`config.mk`:
```
export PLATFORM = sky130hd
export DESIGN_NAME = resp_array_stream_parser
export DESIGN_NICKNAME = d
export VERILOG_FILES = /design/src/hw/rtl/rasp_pkg.sv /design/src/hw/rtl/resp_array_stream_parser.sv /design/src/hw/rtl/rasp_cfg.sv /design/src/hw/rtl/rasp_in_stage.sv /design/src/hw/rtl/rasp_parse.sv /design/src/hw/rtl/rasp_evq.sv
export SDC_FILE = /design/constraint.sdc
export NUM_CORES = 1
export LEC_CHECK = 0
export CAP_MARGIN = 10
export CELL_PAD_IN_SITES_DETAIL_PLACEMENT = 1
export CELL_PAD_IN_SITES_GLOBAL_PLACEMENT = 1
export CORE_UTILIZATION = 38
export DETAILED_ROUTE_END_ITERATION = 7
export DONT_BUFFER_PORTS = 1
export PLACE_DENSITY_LB_ADDON = 0.1
export SLEW_MARGIN = 20
export SYNTH_ARGS = -nofsm -noshare
export SYNTH_HDL_FRONTEND = slang
export SYNTH_SLANG_ARGS = --single-unit
export TNS_END_PERCENT = 5
```
`constraint.sdc`:
```
create_clock -name clk -period 10.9 [get_ports clk]
set_clock_uncertainty 0.2 [all_clocks]
set_input_delay 2.18 -clock clk [delete_from_list [all_inputs] [get_ports clk]]
set_output_delay 2.18 -clock clk [all_outputs]
set_load 0.01 [all_outputs]
```
`src/hw/rtl/rasp_pkg.sv`:
```
package rasp_pkg;

    localparam int LENGTH_BITS = 32;
    localparam int COUNT_BITS  = 20;

    // wide enough to compare any accumulator, count or limit without loss
    localparam int CMP_BITS = 65;

    localparam int CFG_ADDR_BITS = 3;
    localparam int CFG_DATA_BITS = 32;
    localparam int IDX_BITS      = 20;

    localparam logic [0:0] REG_MAX_STRING_LENGTH = 1'b0;
    localparam logic [0:0] REG_MAX_ELEMENT_COUNT = 1'b1;

    localparam logic [31:0] MAX_STRING_LENGTH_RST = 32'd536870912;
    localparam logic [19:0] MAX_ELEMENT_COUNT_RST = 20'd1048575;

    localparam logic [7:0] CH_STAR   = 8'h2A;
    localparam logic [7:0] CH_DOLLAR = 8'h24;
    localparam logic [7:0] CH_CR     = 8'h0D;
    localparam logic [7:0] CH_LF     = 8'h0A;
    localparam logic [7:0] CH_ZERO   = 8'h30;
    localparam logic [7:0] CH_NINE   = 8'h39;

    typedef enum logic [3:0] {
        PH_IDLE     = 4'd0,
        PH_COUNT    = 4'd1,
        PH_COUNT_LF = 4'd2,
        PH_DOLLAR   = 4'd3,
        PH_LEN      = 4'd4,
        PH_LEN_LF   = 4'd5,
        PH_DATA     = 4'd6,
        PH_DATA_CR  = 4'd7,
        PH_DATA_LF  = 4'd8
    } phase_t;

    typedef enum logic [1:0] {
        EV_PAYLOAD = 2'd0,
        EV_ELEM    = 2'd1,
        EV_CMD     = 2'd2,
        EV_DROP    = 2'd3
    } kind_t;

    typedef struct packed {
        logic [7:0] data_byte;
        logic       end_of_stream;
    } in_item_t;

    typedef struct packed {
        kind_t               event_kind;
        logic [7:0]          payload_byte;
        logic [IDX_BITS-1:0] element_index;
        logic                last_of_run;
    } out_item_t;

    typedef struct packed {
        logic [31:0] max_string_length;
        logic [19:0] max_element_count;
    } cfg_t;

    // results caused by one byte: count 0..2, first in r0
    typedef struct packed {
        logic [1:0] n;
        out_item_t  r0;
        out_item_t  r1;
    } parse_res_t;

endpackage

```
`src/hw/rtl/resp_array_stream_parser.sv`:
```
// A byte accepted at the input is held in the input register, parsed combinationally,
// and its results are written into the event queue, which drives the output.
// Throughput: one byte per cycle while the two-entry event queue has room; a byte
// with two results needs two free slots, so it can stall the input once the queue fills.
// Reset (rst_n, async, active low): parser idle, counters cleared, queue empty,
// limits back to 536870912 and 1048575.
module resp_array_stream_parser (
    input  logic                                 clk,
    input  logic                                 rst_n,
    input  logic                                 psel,
    input  logic                                 penable,
    input  logic                                 pwrite,
    input  logic [rasp_pkg::CFG_ADDR_BITS-1:0]   paddr,
    input  logic [rasp_pkg::CFG_DATA_BITS-1:0]   pwdata,
    output logic [rasp_pkg::CFG_DATA_BITS-1:0]   prdata,
    output logic                                 pready,
    input  logic                                 byte_valid,
    output logic                                 byte_ready,
    input  rasp_pkg::in_item_t                   byte_item,
    output logic                                 event_valid,
    input  logic                                 event_ready,
    output rasp_pkg::out_item_t                  event_item
);
    import rasp_pkg::*;

    cfg_t       cfg;
    logic       held_valid;
    in_item_t   held_item;
    parse_res_t res;
    logic [1:0] free_slots;
    logic       fire;

    assign fire = held_valid && (free_slots >= res.n);

    rasp_cfg u_cfg (
        .clk     (clk),
        .rst_n   (rst_n),
        .psel    (psel),
        .penable (penable),
        .pwrite  (pwrite),
        .paddr   (paddr),
        .pwdata  (pwdata),
        .prdata  (prdata),
        .pready  (pready),
        .cfg     (cfg)
    );

    rasp_in_stage u_in (
        .clk        (clk),
        .rst_n      (rst_n),
        .byte_valid (byte_valid),
        .byte_ready (byte_ready),
        .byte_item  (byte_item),
        .fire       (fire),
        .held_valid (held_valid),
        .held_item  (held_item)
    );

    rasp_parse u_parse (
        .clk   (clk),
        .rst_n (rst_n),
        .fire  (fire),
        .item  (held_item),
        .cfg   (cfg),
        .res   (res)
    );

    rasp_evq u_evq (
        .clk         (clk),
        .rst_n       (rst_n),
        .push        (fire),
        .res         (res),
        .free_slots  (free_slots),
        .event_valid (event_valid),
        .event_ready (event_ready),
        .event_item  (event_item)
    );

endmodule

```
`src/hw/rtl/rasp_cfg.sv`:
```
module rasp_cfg (
    input  logic                                 clk,
    input  logic                                 rst_n,
    input  logic                                 psel,
    input  logic                                 penable,
    input  logic                                 pwrite,
    input  logic [rasp_pkg::CFG_ADDR_BITS-1:0]   paddr,
    input  logic [rasp_pkg::CFG_DATA_BITS-1:0]   pwdata,
    output logic [rasp_pkg::CFG_DATA_BITS-1:0]   prdata,
    output logic                                 pready,
    output rasp_pkg::cfg_t                       cfg
);
    import rasp_pkg::*;

    logic [31:0] max_str_reg;
    logic [19:0] max_cnt_reg;
    logic        wr_en;
    logic [0:0]  reg_sel;

    assign pready  = 1'b1;
    assign reg_sel = paddr[2:2];
    assign wr_en   = psel & penable & pwrite;

    always_ff @(posedge clk or negedge rst_n)
    begin
        if (!rst_n)
        begin
            max_str_reg <= MAX_STRING_LENGTH_RST;
            max_cnt_reg <= MAX_ELEMENT_COUNT_RST;
        end
        else if (wr_en)
        begin
            case (reg_sel)
                REG_MAX_STRING_LENGTH: max_str_reg <= pwdata[31:0];
                REG_MAX_ELEMENT_COUNT: max_cnt_reg <= pwdata[19:0];
                default: ;
            endcase
        end
    end

    always_comb
    begin
        case (reg_sel)
            REG_MAX_STRING_LENGTH: prdata = max_str_reg;
            REG_MAX_ELEMENT_COUNT: prdata = {12'd0, max_cnt_reg};
            default:               prdata = '0;
        endcase
    end

    assign cfg.max_string_length = max_str_reg;
    assign cfg.max_element_count = max_cnt_reg;

endmodule

```
`src/hw/rtl/rasp_in_stage.sv`:
```
module rasp_in_stage (
    input  logic               clk,
    input  logic               rst_n,
    input  logic               byte_valid,
    output logic               byte_ready,
    input  rasp_pkg::in_item_t byte_item,
    input  logic               fire,
    output logic               held_valid,
    output rasp_pkg::in_item_t held_item
);
    import rasp_pkg::*;

    logic     valid_reg;
    in_item_t item_reg;

    // refill in the same cycle the held item is consumed
    assign byte_ready = !valid_reg || fire;
    assign held_valid = valid_reg;
    assign held_item  = item_reg;

    always_ff @(posedge clk or negedge rst_n)
    begin
        if (!rst_n)
        begin
            valid_reg <= 1'b0;
        end
        else if (byte_valid && byte_ready)
        begin
            valid_reg <= 1'b1;
        end
        else if (fire)
        begin
            valid_reg <= 1'b0;
        end
    end

    always_ff @(posedge clk)
    begin
        if (byte_valid && byte_ready)
        begin
            item_reg <= byte_item;
        end
    end

endmodule

```
`src/hw/rtl/rasp_parse.sv`:
```
module rasp_parse (
    input  logic                 clk,
    input  logic                 rst_n,
    input  logic                 fire,
    input  rasp_pkg::in_item_t   item,
    input  rasp_pkg::cfg_t       cfg,
    output rasp_pkg::parse_res_t res
);
    import rasp_pkg::*;

    phase_t                 phase_reg,   phase_next;
    logic [COUNT_BITS-1:0]  elem_rem_reg, elem_rem_next;
    logic [COUNT_BITS-1:0]  elem_num_reg, elem_num_next;
    logic [LENGTH_BITS-1:0] pay_rem_reg, pay_rem_next;
    logic [LENGTH_BITS-1:0] acc_reg,     acc_next;
    logic                   acc_ovf_reg, acc_ovf_next;

    logic [7:0]             b;
    logic                   is_digit;
    logic [3:0]             digit;
    logic [LENGTH_BITS+3:0] acc10;
    logic                   mul_ovf;
    logic [CMP_BITS-1:0]    acc_cmp;
    logic [CMP_BITS-1:0]    cnt_mask;
    logic                   cnt_big;
    logic                   len_big;
    logic [LENGTH_BITS-1:0] pay_dec;
    logic                   last_elem;

    logic                   do_drop;
    logic                   do_restart;
    logic                   start_cmd;
    logic                   e0_valid;
    kind_t                  e0_kind;
    logic [7:0]             e0_byte;
    logic                   eos_drop;
    logic [COUNT_BITS+IDX_BITS-1:0] idx0_ext;
    logic [COUNT_BITS+IDX_BITS-1:0] idx1_ext;

    assign b        = item.data_byte;
    assign is_digit = (b >= CH_ZERO) && (b <= CH_NINE);
    assign digit    = 4'(b - CH_ZERO);

    // acc*10 + d; any bit above the length width means saturation
    assign acc10 = ({4'd0, acc_reg} << 3) + ({4'd0, acc_reg} << 1)
                 + {{LENGTH_BITS{1'b0}}, digit};
    assign mul_ovf = acc10[LENGTH_BITS+3:LENGTH_BITS] != 4'd0;

    assign acc_cmp  = {{(CMP_BITS-LENGTH_BITS){1'b0}}, acc_reg};
    assign cnt_mask = (CMP_BITS'(1) << COUNT_BITS) - CMP_BITS'(1);
    assign cnt_big  = (acc_cmp > {{(CMP_BITS-20){1'b0}}, cfg.max_element_count})
                   || (acc_cmp > cnt_mask);
    assign len_big  = acc_cmp > {{(CMP_BITS-32){1'b0}}, cfg.max_string_length};
    assign pay_dec  = pay_rem_reg - LENGTH_BITS'(1);
    assign last_elem = elem_rem_reg <= COUNT_BITS'(1);

    always_comb
    begin
        phase_next    = phase_reg;
        elem_rem_next = elem_rem_reg;
        elem_num_next = elem_num_reg;
        pay_rem_next  = pay_rem_reg;
        acc_next      = acc_reg;
        acc_ovf_next  = acc_ovf_reg;
        do_drop       = 1'b0;
        do_restart    = 1'b0;
        start_cmd     = 1'b0;
        e0_valid      = 1'b0;
        e0_kind       = EV_PAYLOAD;
        e0_byte       = 8'd0;

        case (phase_reg)
            PH_COUNT, PH_LEN:
            begin
                if (b == CH_CR)
                begin
                    phase_next = (phase_reg == PH_COUNT) ? PH_COUNT_LF : PH_LEN_LF;
                end
                else if (is_digit)
                begin
                    if (acc_ovf_reg || mul_ovf)
                    begin
                        acc_ovf_next = 1'b1;
                        acc_next     = '1;
                    end
                    else
                    begin
                        acc_next = acc10[LENGTH_BITS-1:0];
                    end
                end
            end
            PH_COUNT_LF:
            begin
                if (b != CH_LF)
                begin
                    do_drop    = 1'b1;
                    do_restart = 1'b1;
                end
                else if (acc_ovf_reg || cnt_big)
                begin
                    do_drop = 1'b1;
                end
                else if (acc_reg == '0)
                begin
                    phase_next = PH_IDLE;
                end
                else
                begin
                    elem_rem_next = acc_cmp[COUNT_BITS-1:0];
                    elem_num_next = '0;
                    phase_next    = PH_DOLLAR;
                end
            end
            PH_DOLLAR:
            begin
                if (b == CH_DOLLAR)
                begin
                    acc_next     = '0;
                    acc_ovf_next = 1'b0;
                    phase_next   = PH_LEN;
                end
                else
                begin
                    do_drop    = 1'b1;
                    do_restart = 1'b1;
                end
            end
            PH_LEN_LF:
            begin
                if (b != CH_LF)
                begin
                    do_drop    = 1'b1;
                    do_restart = 1'b1;
                end
                else if (acc_ovf_reg || len_big)
                begin
                    do_drop = 1'b1;
                end
                else
                begin
                    pay_rem_next = acc_reg;
                    phase_next   = (acc_reg == '0) ? PH_DATA_CR : PH_DATA;
                end
            end
            PH_DATA:
            begin
                e0_valid     = 1'b1;
                e0_kind      = EV_PAYLOAD;
                e0_byte      = b;
                pay_rem_next = pay_dec;
                if (pay_dec == '0)
                begin
                    phase_next = PH_DATA_CR;
                end
            end
            PH_DATA_CR:
            begin
                if (b == CH_CR)
                begin
                    phase_next = PH_DATA_LF;
                end
                else
                begin
                    do_drop    = 1'b1;
                    do_restart = 1'b1;
                end
            end
            PH_DATA_LF:
            begin
                if (b != CH_LF)
                begin
                    do_drop    = 1'b1;
                    do_restart = 1'b1;
                end
                else
                begin
                    e0_valid = 1'b1;
                    e0_kind  = last_elem ? EV_CMD : EV_ELEM;
                    if (last_elem)
                    begin
                        elem_rem_next = '0;
                        elem_num_next = '0;
                        phase_next    = PH_IDLE;
                    end
                    else
                    begin
                        elem_rem_next = elem_rem_reg - COUNT_BITS'(1);
                        elem_num_next = elem_num_reg + COUNT_BITS'(1);
                        phase_next    = PH_DOLLAR;
                    end
                end
            end
            default:
            begin
                // idle, and any code outside the phase list
                phase_next = PH_IDLE;
                start_cmd  = (b == CH_STAR);
            end
        endcase

        if (do_drop)
        begin
            e0_valid   = 1'b1;
            e0_kind    = EV_DROP;
            e0_byte    = 8'd0;
            phase_next = PH_IDLE;
            start_cmd  = do_restart && (b == CH_STAR);
        end

        if (start_cmd)
        begin
            phase_next    = PH_COUNT;
            acc_next      = '0;
            acc_ovf_next  = 1'b0;
            elem_num_next = '0;
            elem_rem_next = '0;
            pay_rem_next  = '0;
        end

        // unfinished command at end of stream
        eos_drop = item.end_of_stream && (phase_next != PH_IDLE);
        if (eos_drop)
        begin
            phase_next = PH_IDLE;
        end
    end

    assign idx0_ext = {{IDX_BITS{1'b0}}, elem_num_reg};
    assign idx1_ext = {{IDX_BITS{1'b0}}, elem_num_next};

    always_comb
    begin
        res.n                = {1'b0, e0_valid} + {1'b0, eos_drop};
        res.r1.event_kind    = EV_DROP;
        res.r1.payload_byte  = 8'd0;
        res.r1.element_index = idx1_ext[IDX_BITS-1:0];
        res.r1.last_of_run   = 1'b1;
        if (e0_valid)
        begin
            res.r0.event_kind    = e0_kind;
            res.r0.payload_byte  = e0_byte;
            res.r0.element_index = idx0_ext[IDX_BITS-1:0];
            res.r0.last_of_run   = !eos_drop;
        end
        else
        begin
            res.r0 = res.r1;
        end
    end

    always_ff @(posedge clk or negedge rst_n)
    begin
        if (!rst_n)
        begin
            phase_reg    <= PH_IDLE;
            elem_rem_reg <= '0;
            elem_num_reg <= '0;
            pay_rem_reg  <= '0;
            acc_reg      <= '0;
            acc_ovf_reg  <= 1'b0;
        end
        else if (fire)
        begin
            phase_reg    <= phase_next;
            elem_rem_reg <= elem_rem_next;
            elem_num_reg <= elem_num_next;
            pay_rem_reg  <= pay_rem_next;
            acc_reg      <= acc_next;
            acc_ovf_reg  <= acc_ovf_next;
        end
    end

endmodule

```
`src/hw/rtl/rasp_evq.sv`:
```
module rasp_evq (
    input  logic                 clk,
    input  logic                 rst_n,
    input  logic                 push,
    input  rasp_pkg::parse_res_t res,
    output logic [1:0]           free_slots,
    output logic                 event_valid,
    input  logic                 event_ready,
    output rasp_pkg::out_item_t  event_item
);
    import rasp_pkg::*;

    out_item_t  q_mem [2];
    logic       head_reg;
    logic [1:0] count_reg;
    logic       pop;
    logic [1:0] push_n;
    logic       tail0;
    logic       tail1;

    assign event_valid = count_reg != 2'd0;
    assign event_item  = q_mem[head_reg];
    assign pop         = event_valid && event_ready;
    assign push_n      = push ? res.n : 2'd0;
    // a slot freed by this cycle's pop counts as free
    assign free_slots  = 2'd2 - count_reg + {1'b0, pop};

    assign tail0 = head_reg + count_reg[0];
    assign tail1 = ~tail0;

    always_ff @(posedge clk)
    begin
        if (push_n != 2'd0)
        begin
            q_mem[tail0] <= res.r0;
        end
        if (push_n == 2'd2)
        begin
            q_mem[tail1] <= res.r1;
        end
    end

    always_ff @(posedge clk or negedge rst_n)
    begin
        if (!rst_n)
        begin
            head_reg  <= 1'b0;
            count_reg <= 2'd0;
        end
        else
        begin
            head_reg  <= head_reg ^ pop;
            count_reg <= count_reg + push_n - {1'b0, pop};
        end
    end

endmodule

```
Yosys cells after proc, flatten, opt, wreduce, memory -nomap -nowiden:

Memory sizes are Yosys's and may differ from the RTL's.
Cells that the tools add are included.

* register bits after elaboration: 174
* RAM bits: 62
* bits of input ports: 51
* output and inout port bits: 66
* word-level logic and storage cells: 169
* memories: 1

* add/sub/neg operators: 12
* order comparisons: 7
* eq/ne operators: 23
* mux-type cells: 76
* bitwise logic cells: 5
* reduce and logical (&&, ||, !) cells: 32

Memory list
* u_evq.q_mem: words 2, bits a word 31, rd ports 1, clocked after memory_dff 0, wr ports 2, RTL line rasp_evq.sv:13 `out_item_t q_mem [2];`

Operators with widths (count)
* $mux 32: 8
* $mux 20: 12
* $pmux 32 s2: 3
* $pmux 20 s2: 2
* $logic_not 32->1: 2
* $mux 4: 12
* $add 35x33->36: 1
* $add 36x4->36: 1
* $gt 32x20->1: 1
* $gt 32x20->1 const B: 1
* $gt 32x32->1: 1
* $sub 32x1->32 const B: 1
* $mux 31: 1
* $pmux 4 s7: 1
* $mux 1: 23
* $ne 3x2->1 const B: 7
* $add 20x1->20 const B: 1
* $le 20x1->1 const B: 1
* $sub 20x1->20 const B: 1
* $eq 4x3->1 const B: 4
* $eq 8x6->1 const B: 2
* $mux 8: 2
* $mux 2: 7
* $reduce_and 6->1: 2
* 36 further kinds: 58

Logic depth before layout (Yosys ltp):

Gate-level depths: netlist of run 1.

* depth after elaboration: 17
* gate-level depth with buffers: 25
* gate-level depth less buffers: 23

Hierarchy:

From an unflattened synthesis of run 1, not the netlist that was laid out.

* cells, all modules: 1737
* area total of the unflattened synthesis: 17001.3 µm²

By module, submodules not included
* rasp_parse: instances 1, cells each 1378, area an instance 10921.7 µm², sequential area each 2727.6 µm²
* rasp_evq: instances 1, cells each 190, area an instance 3271.9 µm², sequential area each 1936.9 µm²
* rasp_cfg: instances 1, cells each 149, area an instance 2429.8 µm², sequential area each 1327.5 µm²
* rasp_in_stage: instances 1, cells each 13, area an instance 324.1 µm², sequential area each 295.3 µm²
* resp_array_stream_parser: instances 1, cells each 7, area an instance 53.8 µm², sequential area each 0.0 µm²

Worst setup path before layout of run 1:

No wires, ideal clock.

* kind: register to output
* start point: register u_cfg.max_cnt_reg[15]
* end point: output port byte_ready
* arrival: 4035 ps
* data required time: 8520 ps
* slack: 4485 ps
* stages on the path, launching flop included: 17
* buffers on the path: 0
* cell sequence: dfstp_2 inv_1 ha_1 nand4_1 nor4_1 o21ai_1 and4b_1 nor2_1 o21ai_0 or3_1 o41a_1 o21a_1 ha_1 ha_1 nand2b_1 a21oi_1 nand2_1

* cells in the longest elaborated chain, start to end: 14
* elaborated cells between the ends (all ways): 19
* those cells by class: add/sub (1); order compare (2); mux (10); reduce/logical (6)

Ends and longest elaborated chain
* from (decl): RTL line rasp_cfg.sv:16 `logic [19:0] max_cnt_reg;`
* from (signal assigned): RTL line rasp_cfg.sv:35 `REG_MAX_ELEMENT_COUNT: max_cnt_reg <= pwdata[19:0];`
* $gt 32x20->1 *: RTL line rasp_parse.sv:51 `assign cnt_big = (acc_cmp > {{(CMP_BITS-20){1'b0}}, cfg.max_element_count})`
* $logic_or 1x1->1 *: RTL line rasp_parse.sv:52 `|| (acc_cmp > cnt_mask);`
* $logic_or 1x1->1 *: RTL line rasp_parse.sv:99 `else if (acc_ovf_reg || cnt_big)`
* $mux 4 / $mux 1 (equally long branches): RTL line rasp_parse.sv:99
* $mux 4 / $mux 1 (equally long branches): RTL line rasp_parse.sv:94 `if (b != CH_LF)`
* $pmux 4 s7 / $pmux 1 s5 (equally long branches): RTL line rasp_parse.sv:72 `case (phase_reg)`
* $mux 4 / $mux 1 (equally long branches): RTL line rasp_parse.sv:201 `if (do_drop)`
* $mux 4: RTL line rasp_parse.sv:210 `if (start_cmd)`
* $reduce_bool 4->1: RTL line rasp_parse.sv:221 `eos_drop = item.end_of_stream && (phase_next != PH_IDLE);`
* $logic_and 1x1->1: RTL line rasp_parse.sv:221
* $add 1x1->2 *: RTL line rasp_parse.sv:233 `res.n = {1'b0, e0_valid} + {1'b0, eos_drop};`
* $ge 2x2->1 *: RTL line resp_array_stream_parser.sv:33 `assign fire = held_valid && (free_slots >= res.n);`
* $logic_and 1x1->1 *: RTL line resp_array_stream_parser.sv:33
* $logic_or 1x1->1 *: RTL line rasp_in_stage.sv:17 `assign byte_ready = !valid_reg || fire;`
* to (decl): RTL line resp_array_stream_parser.sv:18 `output logic byte_ready,`

Every way passes the cells marked *; elsewhere a longest branch is shown, timed or not.

==> flow_summary.toml, run 1 <==
[run_status]
status = "finished, final reports clean"

[placed_design]
port_buffers = 0
placed_cell_area_sq_mm = 0.01649
place.gp.congestion = 0.8246
hpwl_mm = 35.52

[routing]
ant_nets = 0
routed_wl_mm = 50.49
wl_per_cell_um = 22.39
drt_iter0_drc = 504
vias = 13400
dr.pass1.iters = 5
drc_errors = 0
viasPerCell = 5.943

[timing]
hold_viol = 0
min_period_ns = 8.082
drv_slew = 0
setup_violations = 0
fmax_mhz = 123.7
totalNegativeSetupSlack_ns = 0
fin_crit_sh = 0.7415
slew_headroom = 0.2662
worst_pin_slew_ns = 1.092
rsz0062_at_grt = "no"

[cts]
insertion_delay_ns = 0.60
cts_hold_buffers = 0
cts_made_buffers = 30
cts_setup_buffers = 0
clockRootBuffer = "clkbuf_16"
htree_levels = 1
clk_pin_slew_ns = 0.06
ctsResizeCount = 0
cts_tree = "built"
clockBufferDepth = 3
cts_sinks = 236

[die]
row_count = 74
die_height_um = 207.4
start_util = 0.3891
die_w_um = 207.4
io_pins = 117
fp.coreArea_sq_mm = 0.04120
floorplan.die_area_sq_mm = 0.04301

[grt]
grt_max_degree = 166
grt_pass1_wl_mm = 81.70
grt_pass1_vias = 14110
grt_usage = 0.2366
antenna_found_initial = 0
grt_remaining_overflow = 0

[final_layout]
nets = 1878
drive_above_1_share = 0.1271
n_antenna_cell = 0
top_register = "u_evq.q_mem"
syn2layout_area_growth_pct = 9.116
largest_register_ffs = 62
fin_area_sq_mm = 0.01749
utilization = 0.4246

[worst_setup_path]
critPathArrivalTime_ns = 8.22
slowest_delay_ns = 0.60
worst-path-max-fanout = 38
endpoint_kind = "flop"
rrSetupSlack_ns = 2.82
timing.critical_path.mode_cell = "ha_1"
cpMaxStageDelayCell = "inv_1"
startpoint_type = "flop"
cp.required_ns = 11.04
path_class = "flop to flop"

[synth]
synth_edf_count = 49
yosysTopAreaCell = "dfrtp_1"
netlist_area_sq_mm = 0.01603
syn_inst = 1739
synthDistinctLibCells = 83
ys_top_cells_by_area = "dfrtp_1, ha_1, edfxtp_1"
async_reset_ff_frac = 0.6992
synth_seq_cells = 236
synth_top_area_frac = 0.2248
ys.flop_type = "dfrtp_1"
ys_seq_area_frac = 0.3784
yosysWarnings = 0
synth_nets = 1918
syn_area_per_cell_sq_um = 9.219

[power_and_ir_drop]
power_mw = 2.628
p_leak_nw = 7.485
p_per_area_mw_per_mm2 = 150.2
ir_drop_v = 0.0001184

[min_path]
hold_path.class = "flop to flop"

[flow_run]
cap_violations = 0
==> cells in the final DEF (no fill, tap or decap), types with 13 or more instances in the layout <==
cell type	synthesis	final
a21oi_1	126	126
dfstp_2	21	21
xor2_1	21	21
ha_1	126	126
edfxtp_1	49	49
nor4_1	34	34
inv_1	78	78
and3_1	13	13
dfrtp_1	144	144
mux2_2	95	95
nand2_1	125	125
buf_4	2	20
o21ai_0	127	127
a21o_1	18	18
dfxtp_1	22	22
or3_1	17	17
nand3_1	38	38
nor2_1	148	147
nand2b_1	14	13
nor3_1	60	59
a22o_1	42	42
clkbuf_16	0	30
nand4_1	18	18
o2bb2ai_1	57	57
xnor2_1	25	25
o21a_1	14	14
==> critical path, delay by kind of cell, from the launching register on <==
family                     cells  cell delay [ns]
and+or+nand+nor               11             2.82
AOI/OAI and AO/OA              7             1.94
buffers and inverters          4             1.41
DFF                            1             0.46
adders and majority gates      3             1.01
==> cells in the mapped netlist, types with 13 or more instances <==
cell type	count
a21o_1	18
a21oi_1	126
a22o_1	42
and3_1	13
clkbuf_1	75
dfrtp_1	144
dfstp_2	21
dfxtp_1	22
edfxtp_1	49
ha_1	126
inv_1	78
mux2_2	95
nand2_1	125
nand2b_1	14
nand3_1	38
nand4_1	18
nor2_1	148
nor3_1	60
nor4_1	34
o21a_1	14
o21ai_0	127
o2bb2ai_1	57
or3_1	17
xnor2_1	25
xor2_1	21
==> cell type report <==
| cell class | count | area (sq um) |
|---|---|---|
| clock inverter | 24 | 242.7 |
| timing repair buffer | 20 | 150.1 |
| multi-input combinational | 1333 | 9316 |
| inverter | 78 | 292.8 |
| sequential | 236 | 6067 |
| clock buffer | 32 | 758.2 |
| fill | 4713 | 23710 |
| tap | 532 | 665.6 |
==> layer usage <==
metal	GRT usage	share of wire	vias up
met5	0	0	-
met4	0.05919	0.022	0
met3	0.02905	0.029	63
met2	0.4157	0.48	184
met1	0.3070	0.46	6741
li1	-	-	6414
==> metrics by stage <==
step / setup slack, ns / hold WS (ns) / std cells
after floorplan: 4.485 / 0.2295 / 1739
after global placement: 2.889 / 0.2442 / 2199
after detailed placement: 2.795 / 0.2478 / 2199
after CTS: 2.796 / 0.2576 / 2255
after global routing: 2.214 / 0.2870 / 2255
final: 2.818 / 0.2562 / 2255
==> final timing paths <==
| path | start | endpoint | depth (start not counted) |
|---|---|---|---|
| max in group asynchronous | rst_n | u_cfg.max_cnt_reg[11] | 0 |
| hold reg to reg | u_evq.q_mem[0][24] | u_evq.q_mem[0][24] | 2 |
| setup / recovery | u_parse.pay_rem_reg[0] | u_evq.q_mem[1][2] | 25 |
| hold / removal | u_evq.q_mem[0][24] | u_evq.q_mem[0][24] | 2 |
| setup reg to reg | u_parse.pay_rem_reg[0] | u_evq.q_mem[1][2] | 25 |
| min in group asynchronous | rst_n | u_evq.head_reg | 0 |
==> logic make-up (layout without fill, tap and decap cells) <==
family,Yosys count,count (layout),synth area share
muxes,99,99,0.06923
and+or+nand+nor,534,534,0.1679
AOI/OAI and AO/OA,525,525,0.2170
buffers and inverters,170,154,0.04121
other,1,1,0.0002339
DFF,236,236,0.3784
adders and majority gates,128,128,0.1008
xor gates and xnor gates,46,46,0.02513
==> report_power, final <==
| part | internal [mW] | switching (mW) |
|---|---|---|
| clock | 0.582 | 0.424 |
| combinational | 0.218 | 0.352 |
| sequential | 0.982 | 0.0704 |
| total | 1.78 | 0.846 |
(Power assumes the default switching activity.)
==> run 2: changes to the inputs <==
- ABC_AREA: default -> 1
- clock period: 10.9 -> 7.7 ns (I/O delays scaled with it)
==> run 2 against run 1 <==
Routed wire length rose by 13%. Clock-buffer cell count rose by 11. Area after synthesis rose by 8.6%. Fmax rose by 26%. Non-clock buffer count rose by 1. Die area rose by 8.5%. Global-route usage rose by 1.1 points. Critical path type unchanged.
==> flow_summary.toml, run 2 <==
[power_and_ir_drop]
p_int_mw = 3.121
p_sw_frac = 0.4306
power.switching_mw = 2.360
seq_power_share = 0.314
power.share.clock = 0.271
p_per_area_mw_per_mm2 = 289.7
comb_power_share = 0.416
ir_drop_v = 0.0001806
p_leak_nw = 9.267

[min_path]
hold_path.class = "flop to flop"

[placed_design]
pre_cts_slack_ns = 1.014
place.gp.congestion = 0.8752
hpwl_mm = 41.84
port_buffers = 0

[routing]
drt_iter0_drc = 768
dr.pass1.iters = 5
wl_per_cell_um = 18.74
ant_nets = 0
drc_errors = 0
viasPerCell = 5.321
routed_wl_mm = 57.16
vias = 16230

[timing]
whs_ns = 0.2666
drv_slew = 0
min_period_ns = 6.406
worst_pin_slew_ns = 1.049
totalNegativeSetupSlack_ns = 0
hold_viol = 0
fin_crit_sh = 0.8319
setup_violations = 0
slew_headroom = 0.2990
rsz0062_at_grt = "no"
fmax_mhz = 156.1
postLayoutSetupSlackWorst_ns = 1.294

[worst_setup_path]
crit_family = "simple AND/OR/NAND/NOR gates"
cp.required_ns = 7.74
slowest_delay_ns = 0.57
path_class = "flop to flop"
startpoint_type = "flop"
cpMaxStageDelayCell = "dfrtp_1"
worst-path-buf-inv = 5
endpoint_kind = "flop"
worst-path-max-fanout = 23
timing.critical_path.mode_cell = "nand2_1"
critPathArrivalTime_ns = 6.44

[cts]
cts_tree = "built"
clockRootBuffer = "clkbuf_16"
cts_made_buffers = 31
cts_hold_buffers = 0
insertion_delay_ns = 0.59
htree_levels = 1
ctsResizeCount = 0
clk_pin_slew_ns = 0.06
cts_setup_buffers = 0
clockBufferDepth = 3
cts_sinks = 236

[synth]
ys.flop_type = "dfrtp_1"
synth_seq_cells = 236
ys_top_cells_by_area = "dfrtp_1, nand2_1, ha_1"
synthDistinctLibCells = 60
synth_nets = 2648
synth_top_area_frac = 0.2069
yosysWarnings = 0
synth_edf_count = 49
syn_area_per_cell_sq_um = 7.053
syn_inst = 2469
netlist_area_sq_mm = 0.01741
synth_commonest_cells = "nand2_1, inv_1, nor2_1"
yosysTopAreaCell = "dfrtp_1"
ys_seq_area_frac = 0.3484
async_reset_ff_frac = 0.6992
synth.most_common_cell = "nand2_1"

[grt]
grt_pass1_wl_mm = 93.30
grt_max_degree = 166
grt_usage = 0.2479
grt_pass1_vias = 17230
antenna_found_initial = 0
grt_remaining_overflow = 0

[die]
start_util = 0.3846
io_pins = 117
row_count = 78
floorplan.die_area_sq_mm = 0.04669
die_w_um = 216.1
fp.coreArea_sq_mm = 0.04528
die_height_um = 216.1

[final_layout]
largest_register_ffs = 62
drive_above_1_share = 0.05918
top_register = "u_evq.q_mem"
final_common_cell = "nand2_1"
nets = 2605
n_antenna_cell = 0
final_cell_mix = "nand2_1, inv_1, nor2_1, o21ai_0, dfrtp_1"
syn2layout_area_growth_pct = 8.650

[run_status]
status = "finished, final reports clean"

[flow_run]
cap_violations = 0
==> run 2: stage by stage <==
step	power, mW	instance area (sq um)	instances	util
3_3_place_gp	3.943	17870	2993	0.3945
4_1_cts	5.550	18910	3050	0.4176
5_1_grt	5.915	18920	3050	0.4178
3_5_place_dp	4.040	17870	2993	0.3945
6_report	5.481	18920	3050	0.4178
2_1_floorplan	3.341	17410	2469	-
==> run 2: cell type report <==
cell class	instances	area [sq um]
clock inverters	14	161.4
clock buffers	43	880.8
well taps	600	750.7
flip-flops and latches	236	6067
repair buffers	21	157.7
inverters	279	1047
fillers	5794	26360
multi-input cells	1857	9856
==> run 2: worst reg2reg max path: stages, from the launching register on <==
cell     delay, ns
dfrtp_1       0.57
ha_1          0.40
nand4_1       0.10
nor3_1        0.36
nand2_1       0.10
nand2_1       0.08
nand2_1       0.05
nand2_1       0.06
nand2_1       0.14
nand2_2       0.14
nand2_1       0.05
nand3_1       0.08
nand2_2       0.08
nand2_1       0.15
nor2_2        0.04
buf_4         0.23
inv_2         0.36
ha_1          0.36
ha_1          0.29
o21ai_0       0.10
nand2_1       0.07
nand2_1       0.31
nor3_1        0.25
inv_1         0.10
nor2_1        0.52
nor2_1        0.12
inv_1         0.30
buf_4         0.43
==> run 2: cells by family after synthesis <==
logic type / Yosys count / share of synthesized area
xor gates and xnor gates: 76 / 0.03822
buffers and inverters: 376 / 0.08687
adders and majority gates: 128 / 0.09283
other: 1 / 0.0002153
AOI/OAI and AO/OA: 426 / 0.1356
DFF: 236 / 0.3484
and+or+nand+nor: 1226 / 0.2979
==> run 2: final timing paths <==
check	slack, ns	cells after the start	end	from
min reg2reg	0.27	2	u_evq.q_mem[1][21]	u_evq.q_mem[1][21]
max in group asynchronous	6.60	0	u_cfg.max_str_reg[29]	rst_n
min	0.27	2	u_evq.q_mem[1][21]	u_evq.q_mem[1][21]
min in group asynchronous	0.45	0	u_parse.elem_rem_reg[10]	rst_n
max reg2reg	1.29	27	u_evq.q_mem[1][17]	u_parse.acc_reg[10]
max	1.29	27	u_evq.q_mem[1][17]	u_parse.acc_reg[10]
==> run 2: power groups by stage <==
stage	sequential, mW	clock [mW]	combinational [mW]
after floorplan	1.62	0	1.72
after global placement	1.73	0	2.21
after detailed placement	1.74	0	2.30
after CTS	1.72	1.52	2.31
after global routing	1.74	1.57	2.60
final	1.72	1.48	2.28
==> run 2: routing by layer <==
metal | track usage | wire length, um | vias up
li1 | - | - | 8045
met1 | 0.3133 | 25850 | 7888
met2 | 0.4419 | 28080 | 216
met3 | 0.02933 | 1739 | 80
met4 | 0.06995 | 1483 | 0
met5 | 0 | 0 | -
